`config.mk`:
```
export PLATFORM = sky130hd
export DESIGN_NAME = edq_ctrl
export DESIGN_NICKNAME = d
export VERILOG_FILES = /design/src/hdl/edq_pkg.sv /design/src/hdl/edq_ctrl.sv
export SDC_FILE = /design/constraint.sdc
export NUM_CORES = 1
export LEC_CHECK = 0
export BUFFER_PORTS_ARGS = -buffer_cell sky130_fd_sc_hd__buf_4
export CAP_MARGIN = 15
export CORE_AREA = 2 2 39 41
export CTS_CLUSTER_DIAMETER = 50
export DETAILED_ROUTE_END_ITERATION = 8
export DIE_AREA = 0 0 41 43
export PLACE_DENSITY_LB_ADDON = 0.08
export SETUP_SLACK_MARGIN = 0.3
export SLEW_MARGIN = 20
export SYNTH_ARGS = -nofsm -noshare
export SYNTH_HDL_FRONTEND = slang
export SYNTH_SLANG_ARGS = --single-unit
```
`constraint.sdc`:
```
create_clock -name clk -period 1.68 [get_ports clk]
set_input_delay 0.252 -clock clk [delete_from_list [all_inputs] [get_ports clk]]
set_output_delay 0.252 -clock clk [all_outputs]
set_load 0.01 [all_outputs]
```
`src/hdl/edq_pkg.sv`:
```
package edq_pkg;

  localparam int CFG_W = 13;
  localparam int ROW_W = 12;
  localparam int MAX_HEIGHT = 4096;

  localparam logic [1:0] CFG_LEVEL_BITS   = 2'd0;
  localparam logic [1:0] CFG_LINE_WIDTH   = 2'd1;
  localparam logic [1:0] CFG_FRAME_HEIGHT = 2'd2;

  localparam logic [3:0] W_RIGHT       = 4'd7;
  localparam logic [3:0] W_BELOW_LEFT  = 4'd3;
  localparam logic [3:0] W_BELOW       = 4'd5;
  localparam logic [3:0] W_BELOW_RIGHT = 4'd1;

  localparam logic [7:0] PIX_MAX = 8'd255;

  typedef logic signed [9:0] err_t;
  typedef logic signed [8:0] qerr_t;

  typedef struct packed {
    logic       op;
    logic [7:0] pixel_in;
    logic [7:0] table_index;
    logic [7:0] table_value;
  } in_beat_t;

  typedef struct packed {
    logic [7:0] pixel_out;
    logic       end_of_row;
    logic       end_of_frame;
  } out_beat_t;

  typedef enum logic [2:0] {
    ST_IDLE,
    ST_RD0,
    ST_RD1,
    ST_RD2,
    ST_WR0,
    ST_WR1,
    ST_WR2,
    ST_DONE
  } edq_state_t;

  typedef struct packed {
    logic take;
    logic rd0;
    logic rd1;
    logic rd2;
    logic wr0;
    logic wr1;
    logic wr2;
    logic finish;
  } edq_cmd_t;

  typedef struct packed {
    logic is_table;
    logic out_free;
  } edq_sts_t;

  typedef logic [7:0] qrom_t [0:2047];

  // nearest level for every level count and every gamma value, ties go up
  function automatic qrom_t build_qrom();
    qrom_t t;
    int    lv [0:255];
    int    n;
    int    k;
    int    parts;
    int    spare;
    int    d;
    int    r;
    int    cur;
    int    i;
    int    q;
    for (int b = 1; b <= 8; b++) begin
      n = 1 << b;
      if (n == 256) begin
        for (int j = 0; j < 256; j++) lv[j] = j;
      end else begin
        k = n - 2;
        parts = k + 1;
        spare = 254 - k;
        d = 0;
        r = spare;
        while (r >= parts) begin
          r = r - parts;
          d = d + 1;
        end
        lv[0] = 0;
        cur = 1;
        for (int j = 1; j <= k; j++) begin
          cur = cur + d;
          if (r > 0) begin
            cur = cur + 1;
            r = r - 1;
          end
          lv[j] = cur & 255;
        end
        lv[k + 1] = 255;
      end
      i = 0;
      for (int v = 0; v < 256; v++) begin
        while (i + 1 < n && lv[i] < v) i = i + 1;
        if (lv[i] == v || i == 0) begin
          q = lv[i];
        end else if (v - lv[i - 1] < lv[i] - v) begin
          q = lv[i - 1];
        end else begin
          q = lv[i];
        end
        t[(b - 1) * 256 + v] = 8'(q);
      end
    end
    return t;
  endfunction

  localparam qrom_t QROM = build_qrom();

  // trunc((16*old + w*e) / 16) toward zero
  function automatic err_t spread(input err_t old, input logic [3:0] wgt, input qerr_t e);
    logic signed [15:0] t;
    logic signed [15:0] ta;
    t  = (16'(old) <<< 4) + 16'(e) * $signed({12'd0, wgt});
    ta = t + (t[15] ? 16'sd15 : 16'sd0);
    return 10'(ta >>> 4);
  endfunction

endpackage

```
`src/hdl/edq_ctrl.sv`:
```
module edq_ctrl import edq_pkg::*; (
  input  logic     clk,
  input  logic     rst_n,
  input  logic     in_valid,
  output logic     in_stall,
  input  edq_sts_t sts,
  output edq_cmd_t cmd
);

  edq_state_t state_r;
  edq_state_t state_nxt;

  always_ff @(posedge clk) begin
    if (!rst_n) begin
      state_r <= ST_IDLE;
    end else begin
      state_r <= state_nxt;
    end
  end

  always_comb begin
    state_nxt = state_r;
    case (state_r)
      ST_IDLE: begin
        if (in_valid && !sts.is_table) state_nxt = ST_RD0;
      end
      ST_RD0: state_nxt = ST_RD1;
      ST_RD1: state_nxt = ST_RD2;
      ST_RD2: state_nxt = ST_WR0;
      ST_WR0: state_nxt = ST_WR1;
      ST_WR1: state_nxt = ST_WR2;
      ST_WR2: state_nxt = ST_DONE;
      ST_DONE: begin
        if (sts.out_free) state_nxt = ST_IDLE;
      end
      default: state_nxt = ST_IDLE;
    endcase
  end

  always_comb begin
    cmd = '0;
    in_stall = 1'b1;
    case (state_r)
      ST_IDLE: begin
        in_stall = 1'b0;
        cmd.take = in_valid;
      end
      ST_RD0: cmd.rd0 = 1'b1;
      ST_RD1: cmd.rd1 = 1'b1;
      ST_RD2: cmd.rd2 = 1'b1;
      ST_WR0: cmd.wr0 = 1'b1;
      ST_WR1: cmd.wr1 = 1'b1;
      ST_WR2: cmd.wr2 = 1'b1;
      ST_DONE: cmd.finish = sts.out_free;
      default: cmd = '0;
    endcase
  end

endmodule

```
==> flow_metrics.tcl, run 1 <==
set metrics [dict create \
    overflow 0 \
    first_pass_iters 4 \
    cp-end-kind "output pin" \
    post-route-min-period_ps 1430 \
    synth-adder-area-share 0 \
    grt_max_degree 12 \
    avgSynthCellArea_um2 7.31 \
    cp.arrival_ps 1180 \
    ant_nets 0 \
    port_buffers 13 \
    cpPeakStageDelay_ps 390 \
    synth_compound_area_frac 0.133 \
    synth-seq-cells 3 \
    core.rowCount 14 \
    clk_pin_slew_ps 40 \
    totalWireLength_um 687 \
    hold_violations 0 \
    drc_errors 0 \
    track_usage 0.0941 \
    seq_area_um2 68.8 \
    postCtsHoldBufs 0 \
    ys_top_cells_by_area "dfxtp_1 27%, buf_6 9.9%, nor2_1 9.9%" \
    clockPowerShare 0.441 \
    path_cells "or3_4, nor2_2, buf_4" \
    intPower_uw 214 \
    slew_headroom 0.862 \
    grt_pass1_vias 279 \
    wl_per_cell_um 10.4 \
    pwr-share-comb 0.272 \
    irDropWorstVdd_v 0.000263 \
    synth.area.mux_share 0 \
    synth-simple-area-share 0.448 \
    rsz0062_at_grt "true" \
    drive_above_1_share 0.620 \
    antenna_found_initial 0 \
    start_util 0.164 \
    max_freq_mhz 699 \
    root_buffer "clkbuf_4" \
    cp_max_fo 5 \
    tightest_slew_ps 207 \
    fillCellCount 156 \
    die_height_um 43 \
    outcome "finished clean" \
    largest_reg_flops 3 \
    slew_viol_final 0 \
    yosysWarningCount 0 \
    setup_violations 0 \
    clock_skew_ps 9.46 \
    synth_top_family_by_area "simple AND/OR/NAND/NOR gates" \
    slowest_stage "or3_4" \
    htreeDepth 1 \
    regMostFlops "state_r" \
    grt_pass1_wl_um 1040 \
    fin_crit_sh 0.851 \
    numCtsBuffers 3 \
    hp-class "input port to flip-flop" \
    critPathKind "flip-flop to output pin" \
    cap_violations 0 \
    yosys.area_share.xor_xnor 0 \
    pwr-share-seq 0.287 \
    diodes 0 \
    drt-initial-drc-count 10 \
    syn_inst 31 \
    yosys.area.top_type "dfxtp_1" \
    p_total_uw 302 \
    p_per_area_nw_per_um2 747 \
    syn_to_final_growth_pct 78.5 \
    yosysSeqAreaShare 0.265 \
    multiInputGateArea_um2 146 \
    chipWidth_um 41 \
    p_leak_nw 0.203 \
    synth_nets 36 \
    num_vias 273 \
    yosysTopAreaCellShare 0.265 \
    ios 14 \
    p_sw_frac 0.291 \
    setup-tns-final_ps 0 \
    final_common_cell "buf_4" \
    cts.sinks 3 \
    cts_tree "done" \
    synthDistinctLibCells 16 \
    die-area_um2 1760 \
    nets 56 \
    synthesis.area_um2 226 \
    switchingPower_uw 87.8 \
    required_ps 1430 \
    core_area_um2 1380 \
    viasPerCell 4.14 \
    top_regs "state_r x3" \
    layout_common_cells "18 x buf_4, 5 x nor2_1, 3 x nand2_1, 3 x clkbuf_4" \
    insertion_delay_ps 240 \
    cts_buffer_depth 2 \
    place.gp.congestion 0.754 \
    start_kind "flip-flop" \
]
cell usage after synthesis:
cell type	instances
nor2_2	1
or2b_1	1
nand2b_1	1
dfxtp_1	3
a211oi_1	1
buf_6	2
and3b_2	1
buf_2	1
o21ai_0	1
nand2_1	4
a21oi_1	2
nor3b_1	3
or3_4	1
o21a_1	1
inv_1	2
nor2_1	6
cells by family (layout without fill, tap and decap cells):
logic type | count (synthesis) | count (layout)
DFF | 3 | 3
and+or+nand+nor | 18 | 18
AOI/OAI and AO/OA | 5 | 5
buffers and inverters | 5 | 24
through the flow:
step / std cells / cell area (um^2) / setup slack (ps) / util / hold WS (ps)
after global placement: 57 / 317 / 439 / 0.229 / 517
after detailed placement: 57 / 317 / 415 / 0.229 / 515
after floorplan: 31 / 226 / 482 / - / 373
after CTS: 66 / 394 / 224 / 0.285 / 242
final: 66 / 404 / 250 / 0.292 / 264
after global routing: 66 / 404 / 201 / 0.292 / 260
worst max-delay path: cells and delay by family (launching register included):
| family | cells | cell delay [ps] |
|---|---|---|
| and+or+nand+nor | 2 | 470 |
| DFF | 1 | 350 |
| buffers and inverters | 1 | 120 |
timing repair:
action,CTS,global route
endpoints found under the setup margin,7,5
gates resized for setup,6,3
buffers inserted,5,0
pin swaps,0,1
cell type report:
type,count,area share
multi-input combinational,23,0.362
timing repair buffer,18,0.334
sequential,3,0.170
clock buffer,4,0.0650
tap,16,0.0495
inverter,2,0.0186
metal layers:
| metal | global-route usage | vias up | wire [um] |
|---|---|---|---|
| li1 | - | 137 | - |
| met1 | 0.0828 | 121 | 282 |
| met2 | 0.144 | 13 | 331 |
| met3 | 0.0366 | 2 | 58 |
| met4 | 0.100 | 0 | 14 |
| met5 | 0 | - | 0 |
power by group through the flow:
| stage | clock, mW | combinational, mW | sequential, mW |
|---|---|---|---|
| after CTS | 0.142 | 0.0813 | 0.0855 |
| final | 0.133 | 0.0821 | 0.0865 |
| after global placement | 0 | 0.0648 | 0.0904 |
| after detailed placement | 0 | 0.0653 | 0.0907 |
| after floorplan | 0 | 0.0497 | 0.0798 |
| after global routing | 0.144 | 0.0895 | 0.0880 |
worst paths after layout:
kind	depth (start not counted)	start	slack (ps)	endpoint
max reg2reg	4	state_r[2]	800	state_r[0]
min reg2reg	2	state_r[1]	550	state_r[0]
min	3	rst_n	260	state_r[0]
max	3	state_r[0]	250	cmd[7]
(Power assumes the default switching activity.)
==> inputs of run 2 (changes only) <==
Settings changed: MAX_ROUTING_LAYER set to met4.
==> run 2 against run 1 <==
Wire length down 0.44%. Flip-flop and latch count unchanged. Clock power about the same. Setup slack about the same. Register-to-register slack about the same. Largest cell class unchanged. Largest power group unchanged.
==> flow_metrics.tcl, run 2 (same netlist as run 1, synthesis figures left out) <==
set metrics [dict create \
    fin_crit_sh 0.851 \
    cts_tree "done" \
    finalInstanceArea_um2 404 \
    finalWorstSetupSlack_ps 250 \
    start_kind "flip-flop" \
    critPathKind "flip-flop to output pin" \
    track_usage 0.0964 \
    wl_per_cell_um 10.4 \
    r2r_start "state_r[2]" \
    irDropWorstVdd_v 0.000263 \
    place.gp.congestion 0.764 \
    pwr-share-comb 0.272 \
    core.rowCount 14 \
    syn_to_final_growth_pct 78.5 \
    grt_pass1_wl_um 1040 \
    slew_viol_final 0 \
    port_buffers 13 \
    postCtsHoldBufs 0 \
    drc_errors 0 \
    hold_depth 3 \
    post-route-min-period_ps 1430 \
    post_dp_cell_area_um2 317 \
    p_total_uw 302 \
    min_from "rst_n" \
    setup_violations 0 \
    clock_skew_ps 9.40 \
    setup-tns-final_ps 0 \
    cp-end-kind "output pin" \
    p_sw_frac 0.291 \
    regMostFlops "state_r" \
    htreeDepth 1 \
    largest_reg_flops 3 \
    ios 14 \
    intPower_uw 214 \
    cp.arrival_ps 1180 \
    layout_common_cells "18 x buf_4, 5 x nor2_1, 3 x nand2_1, 3 x clkbuf_4" \
    insertion_delay_ps 240 \
    slew_headroom 0.863 \
    viasPerCell 4.14 \
    required_ps 1430 \
    dp_slack_ps 415 \
    rr_endpoint "state_r[0]" \
    chipWidth_um 41 \
    max_freq_mhz 699 \
    rsz0062_at_grt "true" \
    min_to "state_r[0]" \
    drt-initial-drc-count 10 \
    hold_violations 0 \
    cts.sinks 3 \
    final_common_cell "buf_4" \
    start_util 0.164 \
    numCtsBuffers 3 \
    root_buffer "clkbuf_4" \
    cts_buffer_depth 2 \
    overflow 0 \
    num_vias 273 \
    top_regs "state_r x3" \
    diodes 0 \
    clk_pin_slew_ps 40 \
    drive_above_1_share 0.620 \
    tightest_slew_ps 206 \
    nets 56 \
    cp_max_fo 5 \
    grt_pass1_vias 279 \
    cap_violations 0 \
    die-area_um2 1760 \
    totalWireLength_um 684 \
    switchingPower_uw 87.7 \
    place_inst 57 \
    hp-class "input port to flip-flop" \
    antenna_found_initial 0 \
    die_height_um 43 \
    ant_nets 0 \
    pwr-share-seq 0.286 \
    core_area_um2 1380 \
    first_pass_iters 4 \
    p_per_area_nw_per_um2 747 \
    clockPowerShare 0.441 \
    outcome "finished clean" \
    r2r_setup_slack_ps 800 \
    p_leak_nw 0.203 \
    reg2reg_depth 4 \
    instances_no_fill 66 \
    grt_max_degree 12 \
]
run 2: cell counts in the layout (fill, tap and decap cells not counted):
Identical to the previous run, type by type.
run 2: layer usage:
metal,vias to the layer above,track usage,wire length (um)
met3,2,0.0314,51
met1,121,0.0860,283
li1,137,-,-
met4,0,0.100,14
met2,13,0.144,334
met5,-,-,0
run 2: final cells by class:
cell class	instances	area (um^2)
well taps	16	20.0
fillers	156	980
repair buffers	18	135
inverters	2	7.51
multi-input cells	23	146
flip-flops and latches	3	68.8
clock buffers	4	26.3
run 2: worst max path at each step:
stage                          start  endpoint  cells past startpoint
final                     state_r[0]    cmd[7]                      3
after global routing      state_r[0]    cmd[7]                      3
after CTS                 state_r[0]    cmd[7]                      3
after detailed placement  state_r[0]    cmd[7]                      3
after global placement    state_r[0]    cmd[7]                      3
after floorplan           state_r[0]    cmd[7]                      3
run 2: through the flow:
| step | hold WS [ps] | utilization |
|---|---|---|
| 2_1_floorplan | 373 | - |
| 3_3_place_gp | 517 | 0.229 |
| 3_5_place_dp | 515 | 0.229 |
| 4_1_cts | 242 | 0.285 |
| 5_1_grt | 260 | 0.292 |
| 6_report | 264 | 0.292 |
run 2: worst max-delay path, cell delays in order, from the launching register on:
cell,delay (ps)
dfxtp_4,350
or3_4,390
nor2_2,80
buf_4,120
run 2: power by group through the flow:
stage | clock [mW] | combinational (mW) | sequential (mW)
floorplan | 0 | 0.0497 | 0.0798
global placement | 0 | 0.0648 | 0.0904
detailed placement | 0 | 0.0653 | 0.0907
CTS | 0.142 | 0.0813 | 0.0855
global route | 0.144 | 0.0895 | 0.0880
finish | 0.133 | 0.0821 | 0.0864
run 2: what timing repair did:
item / 4_1_cts / 5_1_grt
hold endpoints to repair: 0 / 0
endpoints found under the setup margin: 7 / 5
resized for setup: 6 / 3
setup buffers: 5 / 0
pin swaps: 0 / 1
